==> src/hw/rtl/ucb_pkg.sv <==
// ----------------------------------------------------------------------------
// ucb_pkg: shared types and constants of the universal code binarizer
// Holds the field widths, status and register codes, and the record that
// travels from the classifier to the symbol emitter.
// ----------------------------------------------------------------------------
package ucb_pkg;

	// Longest code that is sent as symbols; longer codes are flagged.
	localparam int MAX_RESULTS = 42;
	localparam int CODE_W      = MAX_RESULTS;
	localparam int LEN_W       = $clog2(MAX_RESULTS + 1);

	// Field widths of the channels and the configuration port.
	localparam int VAL_W    = 32;
	localparam int LIMIT_W  = 31;
	localparam int BC_W     = 6;
	localparam int MODE_W   = 2;
	localparam int SYM_W    = 16;
	localparam int STATUS_W = 2;
	localparam int CFG_IDX_W = 1;

	// Code selection.
	localparam logic [MODE_W-1:0] MODE_FIXED = 2'd0;
	localparam logic [MODE_W-1:0] MODE_GAMMA = 2'd1;
	localparam logic [MODE_W-1:0] MODE_DELTA = 2'd2;
	localparam logic [MODE_W-1:0] MODE_TRUNC = 2'd3;

	// Result status.
	localparam logic [STATUS_W-1:0] ST_OK    = 2'd0;
	localparam logic [STATUS_W-1:0] ST_EMPTY = 2'd1;
	localparam logic [STATUS_W-1:0] ST_RANGE = 2'd2;

	// Configuration register indexes.
	localparam logic [CFG_IDX_W-1:0] REG_ZERO_SYM = 1'd0;
	localparam logic [CFG_IDX_W-1:0] REG_ONE_SYM  = 1'd1;

	// Depth of the queue between classifier and emitter.
	localparam int QUEUE_DEPTH = 4;
	localparam int QPTR_W      = $clog2(QUEUE_DEPTH);

	// One classified item: a right-aligned code word, its length and status.
	typedef struct packed {
		logic [CODE_W-1:0]   bits;
		logic [LEN_W-1:0]    len;
		logic [STATUS_W-1:0] status;
	} ucb_entry_t;

endpackage

==> src/hw/rtl/ucb_queue.sv <==
// ----------------------------------------------------------------------------
// ucb_queue: short queue between classifier and emitter
// A small circular buffer of classified records, so that either side can
// stall without holding up the other.
// ----------------------------------------------------------------------------
module ucb_queue import ucb_pkg::*; (
	input  logic       clk,
	input  logic       arst_n,
	input  logic       push,
	input  ucb_entry_t push_entry,
	output logic       full,
	input  logic       pop,
	output logic       nempty,
	output ucb_entry_t head
);

	ucb_entry_t          mem [QUEUE_DEPTH];
	logic [QPTR_W-1:0]   wptr_q, rptr_q;
	logic [QPTR_W:0]     count_q;

	assign full   = count_q == (QPTR_W + 1)'(QUEUE_DEPTH);
	assign nempty = count_q != '0;
	assign head   = mem[rptr_q];

	// Pointers and fill count.
	always_ff @(posedge clk or negedge arst_n) begin
		if (!arst_n) begin
			wptr_q  <= '0;
			rptr_q  <= '0;
			count_q <= '0;
		end else begin
			if (push) wptr_q <= wptr_q + QPTR_W'(1);
			if (pop)  rptr_q <= rptr_q + QPTR_W'(1);
			if (push && !pop)      count_q <= count_q + (QPTR_W + 1)'(1);
			else if (pop && !push) count_q <= count_q - (QPTR_W + 1)'(1);
		end
	end

	// Record storage.
	always_ff @(posedge clk) begin
		if (push) mem[wptr_q] <= push_entry;
	end

`ifndef NO_ASSERTIONS
	a_no_push_full: assert property (@(posedge clk) disable iff (!arst_n)
		push |-> !full) else $error("queue written while full");
	a_no_pop_empty: assert property (@(posedge clk) disable iff (!arst_n)
		pop |-> nempty) else $error("queue read while empty");
	a_count_track: assert property (@(posedge clk) disable iff (!arst_n)
		(push && !pop) |=> count_q == $past(count_q) + (QPTR_W + 1)'(1))
		else $error("fill count lost a transfer");
`endif

endmodule

==> config.mk <==
export PLATFORM = sky130hd
export DESIGN_NAME = ucb_queue
export DESIGN_NICKNAME = d
export VERILOG_FILES = /design/src/hw/rtl/ucb_pkg.sv /design/src/hw/rtl/ucb_queue.sv
export SDC_FILE = /design/constraint.sdc
export NUM_CORES = 1
export LEC_CHECK = 0
export ABC_AREA = 1
export BUFFER_PORTS_ARGS = -buffer_cell sky130_fd_sc_hd__buf_2
export CAP_MARGIN = 20
export CORE_ASPECT_RATIO = 1.4
export CORE_MARGIN = 2
export CORE_UTILIZATION = 52
export CTS_CLUSTER_DIAMETER = 30
export DETAILED_ROUTE_END_ITERATION = 8
export PLACE_DENSITY = 0.73
export SETUP_SLACK_MARGIN = 0.1
export SLEW_MARGIN = 25
export SYNTH_ARGS = -nofsm -noshare
export SYNTH_HDL_FRONTEND = slang
export SYNTH_SLANG_ARGS = --single-unit
export TNS_END_PERCENT = 100
==> constraint.sdc <==
create_clock -name clk -period 2.1 [get_ports clk]
set_clock_uncertainty 0.05 [all_clocks]
set_input_delay 0.105 -clock clk [delete_from_list [all_inputs] [get_ports clk]]
set_output_delay 0.105 -clock clk [all_outputs]
set_load 0.05 [all_outputs]
Word level (Yosys, flattened, before mapping) --
Memory sizes are Yosys's and may differ from the RTL's. Index checks and enable logic that the tools add are counted.
Operators by class: muxes and demuxes 4, bitwise gates (word level) 0, magnitude comparators 0, eq/ne operators 1, $add $sub $neg 4, div/mod/pow operators 0, $mul 0, shift operators 0, reductions and logical operators 6
Operator list (count):
- 3-bit two-way mux | 2
- 2-bit by 1-bit adder with 2-bit output, second input constant | 2
- 3-bit by 1-bit adder with 3-bit output, second input constant | 1
- 3-bit == test, second input constant | 1
- 3-bit nonzero test | 1
- 3-bit by 1-bit subtractor with 3-bit output, second input constant | 1
- 1-bit logical AND | 2
- 1-bit logical NOT | 2
- 1-bit two-way mux | 2
- 2-bit nonzero test | 1
Word-level totals: input bits 54, logic and storage cells 19, memory bits (read-only) 0, bits in latches 0, memories kept 1, RAM bits 200, register bits 7
Memory list:
- mem | words 4, width 50, rd ports 1, clocked after memory_dff 0, wr ports 1, RTL line ucb_queue.sv:17 | ucb_entry_t mem [QUEUE_DEPTH];

Longest topological paths before layout --
depth in word-level cells 4, gate-level depth with buffers 9

Least setup slack after synthesis --
OpenSTA, ideal clock, no wires.
kind reg-to-reg, from reg wptr_q[0], to mem mem[2][0] in the netlist's numbering, enable pin, slack 0.001 ns, clock period less this slack 2.099 ns, data required time 1.646 ns, arrival 1.645 ns, cell stages (with the launch flop) 5, cell sequence dfrtp_1 inv_1 ha_1 nand2_1 inv_1
RTL lines:
- from (decl) | RTL line ucb_queue.sv:18 | logic [QPTR_W-1:0] wptr_q, rptr_q;
- from (signal assigned) | RTL line ucb_queue.sv:32 | if (push) wptr_q <= wptr_q + QPTR_W'(1);
- to (decl) | RTL line ucb_queue.sv:17
No word-level cell before the write port.

==> results.sh <==
export IMPL_timing_fmax_ghz=0.487
export IMPL_wirelength_um=17700
export IMPL_synth_simple_area_share=0.0767
export IMPL_end_kind="primary output"
export IMPL_viasPerCell=5.22
export IMPL_io_pins=106
export IMPL_io_buffer_count=105
export IMPL_holdPathStages=2
export IMPL_peakVddDrop_mv=1.30
export IMPL_fin_nets=873
export IMPL_globalplace_congestion=0.762
export IMPL_ys_ff_latch=207
export IMPL_cts_root_buf="clkbuf_16"
export IMPL_drv_slew=0
export IMPL_cap_violations=0
export IMPL_core_area_um2=15600
export IMPL_fin_util=0.705
export IMPL_grt_first_pass_wirelength_um=27700
export IMPL_leakage_nw=4.47
export IMPL_clk_pin_slew_ps=50
export IMPL_fin_crit_ps=2050
export IMPL_die_area_um2=17000
export IMPL_cp_max_fo=8
export IMPL_cp_slowest_stage_delay_ps=560
export IMPL_hold_start="push_entry[30]"
export IMPL_p_total_mw=18.6
export IMPL_synthArstFlopShare=0.0338
export IMPL_synth_compound_area_share=0.0913
export IMPL_clock_latency_ps=530
export IMPL_synth_adder_area_share=0.00997
export IMPL_htreeDepth=1
export IMPL_post_dp_cell_area_um2=9130
export IMPL_cp_arrival_ps=1900
export IMPL_grt_overflow=0
export IMPL_crit_required_ps=1950
export IMPL_hold_viol_final=0
export IMPL_relSlewSlack=0.745
export IMPL_grt_pass1_vias=5594
export IMPL_outcome="completed"
export IMPL_synthDistinctLibCells=19
export IMPL_area_growth_synth_to_final_pct=32.8
export IMPL_grt_max_degree=51
export IMPL_fin_setup_tns_ps=0
export IMPL_grtUsageTotal=0.206
export IMPL_synth_top_family_by_area="compound AO/OA/AOI/OAI gates"
export IMPL_worstMarginPinSlew_ps=381
export IMPL_synth_area_um2=8280
export IMPL_synth_mux_area_frac=0
export IMPL_vias=5391
export IMPL_r2r_start="wptr_q[0]"
export IMPL_ys_warn_count=0
export IMPL_pwr_density_cell_nw_per_um2=1700
export IMPL_syn_inst=632
export IMPL_cp_cell_sequence="buf_8, clkbuf_16, o211ai_1, nand2_1, buf_6"
export IMPL_synthFlopType="edfxtp_1"
export IMPL_place_hpwl_um=9870
export IMPL_cpMaxStageDelayCell="dfrtp_4"
export IMPL_rsz0062_at_grt="yes"
export IMPL_synth_enable_flop_cells=200
export IMPL_dr_pass1_iters=7
export IMPL_crit_path_start_kind="register"
export IMPL_cts_buffer_depth=3
export IMPL_path_class="reg -> out"
export IMPL_remaining_drc_errors=0
export IMPL_syn_area_per_cell_um2=13.1
export IMPL_worstRegToRegCells=5
export IMPL_synth_nets=692
export IMPL_synth_xor_area_frac=0.00423
export IMPL_drive_gt1_frac=0.226
export IMPL_cts_tree="yes"
export IMPL_ys_seq_area_frac=0.746
export IMPL_post_drt_wl_per_cell_um=17.1
export IMPL_synth_top_area_share=0.725
export IMPL_setup_viol=0
export IMPL_whs_ps=274
export IMPL_die_y_um=153
export IMPL_antenna_found_initial=2
export IMPL_synth_most_common_cell="edfxtp_1"
export IMPL_synth_common_cells="200 x edfxtp_1, 164 x nand2_1, 111 x inv_1, 100 x o211ai_1, 23 x buf_2"
export IMPL_rows=54
export IMPL_r2r_setup_slack_ps=540
export IMPL_synth_top_area_cell="edfxtp_1"
export IMPL_finalInstanceArea_um2=11000
export IMPL_path_buf_inv=3
export IMPL_drtAntennaViolNets=0
export IMPL_min_path_type="in -> reg"
export IMPL_cts_made_buffers=30
export IMPL_clkSinkCount=207
export IMPL_whs_endpoint="mem[0][30]"
export IMPL_crit_family="flip-flops"
export IMPL_initial_core_util=0.531
export IMPL_die_w_um=111
export IMPL_finalCritPeriodShare=0.978
export IMPL_drt_iter0_drc=262
export IMPL_crit_reg2reg_capture="mem[2][18]"
export IMPL_yosys_top_cells_area="edfxtp_1 73%, o211ai_1 9.1%, nand2_1 7.4%"
-- metal layers --
layer | GRT usage | vias up | routed length (µm)
li1 | - | 2567 | -
met1 | 0.235 | 2620 | 6770
met2 | 0.377 | 154 | 9550
met3 | 0.0397 | 48 | 886
met4 | 0.0875 | 2 | 473
met5 | 0 | - | 13
-- report_power, final --
part	switching, mW	leakage [nW]	internal [mW]
combinational	5.54	2.07	2.56
clock	1.82	0.480	3.04
sequential	0.271	1.92	5.42
-- final cells by class --
class	count	area, µm²
clock inverter	21	203
multi-input combinational	279	1510
inverter	112	438
clock buffer	34	807
tap	196	245
sequential	207	6190
timing repair buffer	183	1610
antenna	1	2.50
fill	1005	4610
-- kinds of logic after synthesis --
| group | Yosys count |
|---|---|
| AOI/OAI and AO/OA | 101 |
| DFF | 207 |
| and+or+nand+nor | 168 |
| xor gates and xnor gates | 4 |
| adders and majority gates | 6 |
| buffers and inverters | 146 |
-- worst max path at each step --
stage	to	cells after the start	slack [ps]	start
after detailed placement	head[16]	4	450	rptr_q[0]
final	head[30]	5	50	rptr_q[0]
after floorplan	mem[0][0]	4	230	wptr_q[0]
after global placement	head[48]	4	460	rptr_q[1]
after CTS	head[16]	4	50	rptr_q[0]
after global routing	head[30]	5	-20	rptr_q[0]
-- flip-flops by register name, indices dropped and copies added (netlist names) --
name	flops
wptr_q	2
rptr_q	2
mem	200
count_q	3
-- cell usage in the layout (no fill, tap or decap), types with 2 or more instances in the layout --
master / instances
clkbuf_4: 8
inv_1: 107
bufinv_16: 2
clkbuf_8: 2
buf_2: 55
ha_1: 5
o211ai_1: 100
dfrtp_1: 5
clkinv_2: 3
inv_6: 6
buf_4: 35
edfxtp_1: 200
buf_12: 10
dlygate4sd3_1: 54
clkinv_4: 3
clkbuf_16: 33
xor2_1: 3
buf_6: 18
nand2_1: 164
clkinvlp_4: 10
-- timing repair --
item | in CTS | in global routing
hold buffers | 54 | 0
endpoints found under the setup margin | 50 | 43
pin swaps | 26 | 12
gates resized for setup | 61 | 14
setup buffers | 5 | 1
gates cloned | 0 | 2
hold endpoints to repair | 211 | 0
-- per-stage QoR --
step           std cells  setup slack [ps]
6_report            1033              47.0
5_1_grt             1033             -19.4
4_1_cts             1029              52.5
3_5_place_dp         915               451
3_3_place_gp         915               462
2_1_floorplan        632               226
-- worst reg2reg max path: stages, from the launching register on --
cell	delay [ps]
dfrtp_1	420
inv_1	100
ha_1	150
nand2_1	80
clkinvlp_4	100
buf_4	320
Note: power is estimated with default switching activity, not from simulation.
